File: src/rtl/core/mgd_pkg.sv
// ============================================================================
// mgd_pkg
// Shared types, codes and the cell stencil sum for the grid divergence block.
// ============================================================================
package mgd_pkg;

    // Cell kinds carried in the input word.
    localparam logic [1:0] KIND_FLUID = 2'd0;
    localparam logic [1:0] KIND_WALL  = 2'd1;

    // Configuration register indexes.
    localparam int CFG_IDX_W  = 2;
    localparam int CFG_DATA_W = 32;
    localparam logic [CFG_IDX_W-1:0] CFG_GRID_WIDTH    = 2'd0;
    localparam logic [CFG_IDX_W-1:0] CFG_GRID_HEIGHT   = 2'd1;
    localparam logic [CFG_IDX_W-1:0] CFG_INV_CELL_SIZE = 2'd2;

    // Grid size registers are 11 bits wide.
    localparam int CFG_SIZE_W = 11;
    localparam logic [CFG_SIZE_W-1:0] GRID_SIZE_RST     = 11'd64;
    localparam logic [31:0]           INV_CELL_SIZE_RST = 32'h0001_0000;

    // Width of a result position field.
    localparam int POS_W = 10;

    // The stencil sum of 32-bit velocities stays within 34 signed bits.
    localparam int SUM_W = 34;

    typedef struct packed {
        logic [1:0]         cell_kind;
        logic signed [31:0] face_vel_x;
        logic signed [31:0] face_vel_y;
    } t_in_word;

    typedef struct packed {
        logic [POS_W-1:0]   out_col;
        logic [POS_W-1:0]   out_row;
        logic signed [31:0] divergence;
        logic               frame_last;
    } t_out_word;

    // One line store entry: the previous row's cell and the kind one row older.
    typedef struct packed {
        logic [1:0]         older_kind;
        logic [1:0]         kind;
        logic signed [31:0] vel_x;
        logic signed [31:0] vel_y;
    } t_line_word;

    // Unscaled divergence sum with the position it belongs to.
    typedef struct packed {
        logic signed [SUM_W-1:0] sum;
        logic [POS_W-1:0]        col;
        logic [POS_W-1:0]        row;
        logic                    last;
    } t_div_req;

    // Face velocity differences of one cell, with wall corrections.
    // Non-fluid cells give zero.
    function automatic logic signed [SUM_W-1:0] cell_sum(
        input logic [1:0]         kind,
        input logic signed [31:0] vx,
        input logic signed [31:0] vy,
        input logic               has_l,
        input logic [1:0]         lk,
        input logic               has_r,
        input logic [1:0]         rk,
        input logic signed [31:0] rvx,
        input logic               has_d,
        input logic [1:0]         dk,
        input logic               has_u,
        input logic [1:0]         uk,
        input logic signed [31:0] uvy
    );
        logic signed [SUM_W-1:0] d;
        logic signed [SUM_W-1:0] ext_vx;
        logic signed [SUM_W-1:0] ext_vy;
        logic signed [SUM_W-1:0] ext_rvx;
        logic signed [SUM_W-1:0] ext_uvy;
        ext_vx  = SUM_W'(vx);
        ext_vy  = SUM_W'(vy);
        ext_rvx = SUM_W'(rvx);
        ext_uvy = SUM_W'(uvy);
        d = '0;
        if (has_l && lk == KIND_WALL) begin
            d = d + ext_vx;
        end
        if (has_r) begin
            if (rk == KIND_WALL) begin
                d = d - ext_vx;
            end else begin
                d = d + ext_rvx - ext_vx;
            end
        end
        if (has_d && dk == KIND_WALL) begin
            d = d + ext_vy;
        end
        if (has_u) begin
            if (uk == KIND_WALL) begin
                d = d - ext_vy;
            end else begin
                d = d + ext_uvy - ext_vy;
            end
        end
        if (kind != KIND_FLUID) begin
            d = '0;
        end
        return d;
    endfunction

endpackage

File: src/rtl/core/mgd_scale.sv
// ============================================================================
// mgd_scale
// Scales a divergence sum by the inverse cell size, negates and saturates.
// ============================================================================
module mgd_scale
    import mgd_pkg::*;
(
    input  logic        i_clk,
    input  logic        i_rst_n,
    input  logic [31:0] i_inv_cell_size,
    input  logic        i_req_valid,
    output logic        o_req_ready,
    input  t_div_req    i_req,
    output logic        o_out_valid,
    input  logic        i_out_ready,
    output t_out_word   o_out_data
);

    localparam int PROD_W = SUM_W + 16;
    localparam int ACC_W  = PROD_W + 1;

    logic                r_p_valid;
    logic                r_p_pos;
    logic [PROD_W-1:0]   r_p_hi;
    logic [PROD_W-1:0]   r_p_lo;
    logic [POS_W-1:0]    r_p_col;
    logic [POS_W-1:0]    r_p_row;
    logic                r_p_last;
    logic                r_out_valid;
    t_out_word           r_out;

    logic                w_out_free;
    logic                w_p_free;
    logic [SUM_W-1:0]    w_mag;
    logic [PROD_W-1:0]   n_p_hi;
    logic [PROD_W-1:0]   n_p_lo;
    logic [ACC_W-1:0]    w_m;
    logic signed [31:0]  w_div;

    assign w_out_free  = !r_out_valid || i_out_ready;
    assign w_p_free    = !r_p_valid || w_out_free;
    assign o_req_ready = w_p_free;

    // Magnitude times the integer and fraction halves of the scale.
    assign w_mag  = i_req.sum[SUM_W-1] ? $unsigned(-i_req.sum) : $unsigned(i_req.sum);
    assign n_p_hi = PROD_W'(w_mag) * PROD_W'(i_inv_cell_size[31:16]);
    assign n_p_lo = PROD_W'(w_mag) * PROD_W'(i_inv_cell_size[15:0]);

    always_ff @(posedge i_clk) begin
        if (!i_rst_n) begin
            r_p_valid <= 1'b0;
        end else if (i_req_valid && w_p_free) begin
            r_p_valid <= 1'b1;
        end else if (w_out_free) begin
            r_p_valid <= 1'b0;
        end
    end

    always_ff @(posedge i_clk) begin
        if (i_req_valid && w_p_free) begin
            r_p_pos  <= !i_req.sum[SUM_W-1] && (i_req.sum != '0);
            r_p_hi   <= n_p_hi;
            r_p_lo   <= n_p_lo;
            r_p_col  <= i_req.col;
            r_p_row  <= i_req.row;
            r_p_last <= i_req.last;
        end
    end

    // Truncated product, then the sign flip with saturation.
    assign w_m = ACC_W'(r_p_hi) + ACC_W'(r_p_lo[PROD_W-1:16]);

    always_comb begin
        if (r_p_pos) begin
            if (w_m > ACC_W'(32'h8000_0000)) begin
                w_div = 32'sh8000_0000;
            end else begin
                w_div = $signed(32'd0 - w_m[31:0]);
            end
        end else begin
            if (w_m > ACC_W'(32'h7FFF_FFFF)) begin
                w_div = 32'sh7FFF_FFFF;
            end else begin
                w_div = $signed(w_m[31:0]);
            end
        end
    end

    always_ff @(posedge i_clk) begin
        if (!i_rst_n) begin
            r_out_valid <= 1'b0;
        end else if (r_p_valid && w_out_free) begin
            r_out_valid <= 1'b1;
        end else if (i_out_ready) begin
            r_out_valid <= 1'b0;
        end
    end

    always_ff @(posedge i_clk) begin
        if (r_p_valid && w_out_free) begin
            r_out.out_col    <= r_p_col;
            r_out.out_row    <= r_p_row;
            r_out.divergence <= w_div;
            r_out.frame_last <= r_p_last;
        end
    end

    assign o_out_valid = r_out_valid;
    assign o_out_data  = r_out;

endmodule

File: config.mk
export PLATFORM = sky130hd
export DESIGN_NAME = mgd_scale
export DESIGN_NICKNAME = d
export VERILOG_FILES = /design/src/rtl/core/mgd_pkg.sv /design/src/rtl/core/mgd_scale.sv
export SDC_FILE = /design/constraint.sdc
export NUM_CORES = 2
export LEC_CHECK = 0
export BUFFER_PORTS_ARGS = -buffer_cell sky130_fd_sc_hd__buf_2
export CAP_MARGIN = 20
export CORE_AREA = 2 2 271 273
export CTS_CLUSTER_DIAMETER = 200
export DETAILED_ROUTE_END_ITERATION = 12
export DIE_AREA = 0 0 273 275
export PLACE_DENSITY = 0.77
export SLEW_MARGIN = 5
export SYNTH_ARGS = -nofsm -noshare
export SYNTH_HDL_FRONTEND = slang
export SYNTH_SLANG_ARGS = --single-unit
File: constraint.sdc
create_clock -name i_clk -period 14.7 [get_ports i_clk]
set_input_delay 0.735 -clock i_clk [delete_from_list [all_inputs] [get_ports i_clk]]
set_output_delay 0.735 -clock i_clk [all_outputs]
set_load 0.03 [all_outputs]
==> key figures <==
Clock network
  • Clock Latency Late Sink: 0.45 ns
  • Reg clk slew, reported paths: 0.07 ns
  • Post_cts resized: 0
  • Post-CTS Hold Buffers: 0
  • Clk sinks: 161
  • H-tree depth: 4
  • Setup Fix Bufs, Post-CTS: 0
  • Root buf cell: clkbuf_16
  • CTS tree: built
  • Max Buffers Root-to-Sink: 2
  • CTS Buf Count: 17

Die
  • Die H: 275 um
  • I/O pin total: 146
  • Row cnt: 99
  • Die X: 273 um
  • Die area: 75100 um2
  • Starting Density: 0.595
  • CORE AREA: 72300 um2

Placement
  • IO buf count: 145
  • Dpl ws: 4.29 ns
  • HPWL after detailed placement: 83.9 mm
  • Post-DP Area: 44500 um2
  • RD Place Congestion: 0.927

Finish
  • FF/Latch Area: 4810 um2
  • Multi-input gate area: 33900 um2
  • Syn-to-layout area delta: 4.94%
  • Final nets: 5954
  • Fillers: 6085
  • Fraction of layout cells with a size suffix above 1: 0.0612
  • Post-route cell area: 45100 um2

Critical path
  • WS Path Type: in -> reg
  • CP max stage delay: 0.56 ns
  • Worst Reg2Reg Path Length in Cells: 12
  • Worst path slowest cell: fa_1
  • CP Capture Type: flop
  • R2R Path End: o_out_data[1]$_DFFE_PP_
  • CP required: 14.89 ns
  • Worst setup SP type: primary input
  • Worst Path Arrival: 10.24 ns
  • Reg2Reg Setup Slack: 9.39 ns
  • Crit path top cell by count: fa_1
  • RR Startpoint: r_p_hi[18]$_DFFE_PP_
  • Max FO, Critical Path: 32

Drt
  • Via Count: 32600
  • DR pass1 iterations: 6
  • WL per Instance: 19.0 um
  • WL final: 108 mm
  • Via density: 5.75
  • Final ANT Viol Nets: 0
  • Drt drc: 0
  • Iteration-0 DRC Markers: 2188

Synthesis
  • Cells after Synth: 4743
  • Synth Register Bits: 161
  • Post-synth top cells: 947 x inv_1, 892 x fa_1, 776 x nand2_1, 441 x and2_1, 278 x ha_1
  • Cell area after synthesis: 43000 um2
  • Synth async-reset ratio: 0
  • Syn_area_per_cell: 9.07 um2
  • Synth area leaders: fa_1 42%, edfxtp_1 11%, inv_1 8.3%
  • Synth Warn #: 0
  • Area share of the largest cell type after synthesis: 0.415
  • Top FF cell, synth: edfxtp_1
  • Cell variety after synth: 95
  • Cell type with the largest total area after synthesis: fa_1
  • Count leader, synth: inv_1
  • Synthesized net count: 6004
  • Register area share after synthesis: 0.112
  • Post-synth EDFFs: 159

Timing
  • Max frequency: 99.5 MHz
  • Least-Margin Pin Slew: 1.06 ns
  • Fin crit share: 0.684
  • # setup viols final: 0
  • Slew Limit Fails: 0
  • Final hold vios: 0
  • Worst hold slack: 0.419 ns
  • Max_slew headroom: 0.293
  • Final Skew: 0.0127 ns
  • TNS Setup: 0 ns
  • Setup ws final: 4.65 ns
  • RSZ-0062 raised after global routing: no
  • Final Critical Period: 10.05 ns

Global route
  • First-pass GRT wire length: 178 mm
  • GRT overflow: 0
  • Largest net degree at the start of global routing: 57
  • Vias in the first global route: 34600
  • Initial antenna violation count: 18
  • Gr usage total: 0.299

Hold path
  • Hold depth: 0
  • WHS Endpoint: o_out_data[43]$_DFFE_PP_
  • Worst hold path type: reg -> reg
  • Hold path start: r_p_col[0]$_DFFE_PP_

Outcome
  • Status: completed

Job
  • Max cap viols: 0
-- area by class of cell --
class / instances / area share
timing repair buffer: 185 / 0.0227
antenna: 8 / 0.000443
sequential: 161 / 0.107
multi-input combinational: 3381 / 0.751
inverter: 947 / 0.0787
tap: 959 / 0.0266
clock inverter: 14 / 0.00416
clock buffer: 18 / 0.00973
-- cell families after synthesis --
group           Yosys count  synth area share
simple gates           1602             0.183
fa+ha+maj              1170             0.496
mux                      10           0.00241
flops                   161             0.112
buf+inv                1201             0.106
compound gates          462            0.0730
xor+xnor                137            0.0279
-- critical path: cells and delay by family --
| kind | cells | cell delay (ns) |
|---|---|---|
| adder cells (fa/ha/maj) | 7 | 3.36 |
| XOR/XNOR | 2 | 0.27 |
| buffers and inverters | 6 | 0.77 |
| AND/OR/NAND/NOR | 9 | 3.12 |
| AO/OA/AOI/OAI | 8 | 1.98 |
-- cell usage in the layout (no fill, tap or decap), types with 14 or more instances in the layout --
cell and instances:
nor2b_1 35, and2_1 440, xor2_1 32, a21oi_1 123, o21ai_1 17, nor2_1 106, inv_1 947, clkbuf_16 17
nor3_1 34, nand4_1 33, o21ai_0 83, xnor2_1 74, ha_1 278, nor4_1 22, a22oi_1 17, nand2_1 776
fa_1 892, edfxtp_1 159, or4_1 14, and3_1 22, nand3_1 38, o31ai_1 18, a21o_1 44, buf_2 145
buf_4 40, o21a_1 16, nand2b_1 17, xnor2_2 30
-- state kept, by name, indices dropped and copies added (netlist names) --
name         flops
r_p_col         10
r_p_lo          34
r_p_row         10
r_p_last         1
r_p_hi          50
r_p_pos          1
r_p_valid        1
o_out_data      53
o_out_valid      1
-- through the flow --
step / std cells / util
floorplan: 4743 / -
global placement: 5633 / 0.615
detailed placement: 5633 / 0.615
CTS: 5665 / 0.624
global route: 5669 / 0.624
finish: 5673 / 0.624
-- how the worst max path moves through the flow --
stage / start / to / slack, ns / cells past startpoint
after floorplan: i_req[29] / r_p_lo[49]$_DFFE_PP_ / 5.63 / 32
after global placement: i_req[24] / r_p_hi[49]$_DFFE_PP_ / 4.51 / 32
after detailed placement: i_req[24] / r_p_hi[49]$_DFFE_PP_ / 4.29 / 32
after CTS: i_req[24] / r_p_hi[49]$_DFFE_PP_ / 4.76 / 32
after global routing: i_req[24] / r_p_lo[49]$_DFFE_PP_ / 4.13 / 34
final: i_req[24] / r_p_hi[49]$_DFFE_PP_ / 4.65 / 32
-- routing by layer --
layer / track usage / part of all wire / up-vias
li1: - / - / 14400
met1: 0.386 / 0.38 / 16500
met2: 0.505 / 0.49 / 1496
met3: 0.0727 / 0.10 / 215
met4: 0.0864 / 0.026 / 14
met5: 0 / 0.00075 / -
Power is left out: the tool's default activity adds up to more than one toggle a clock period on the data nets, which glitch-free logic cannot reach.
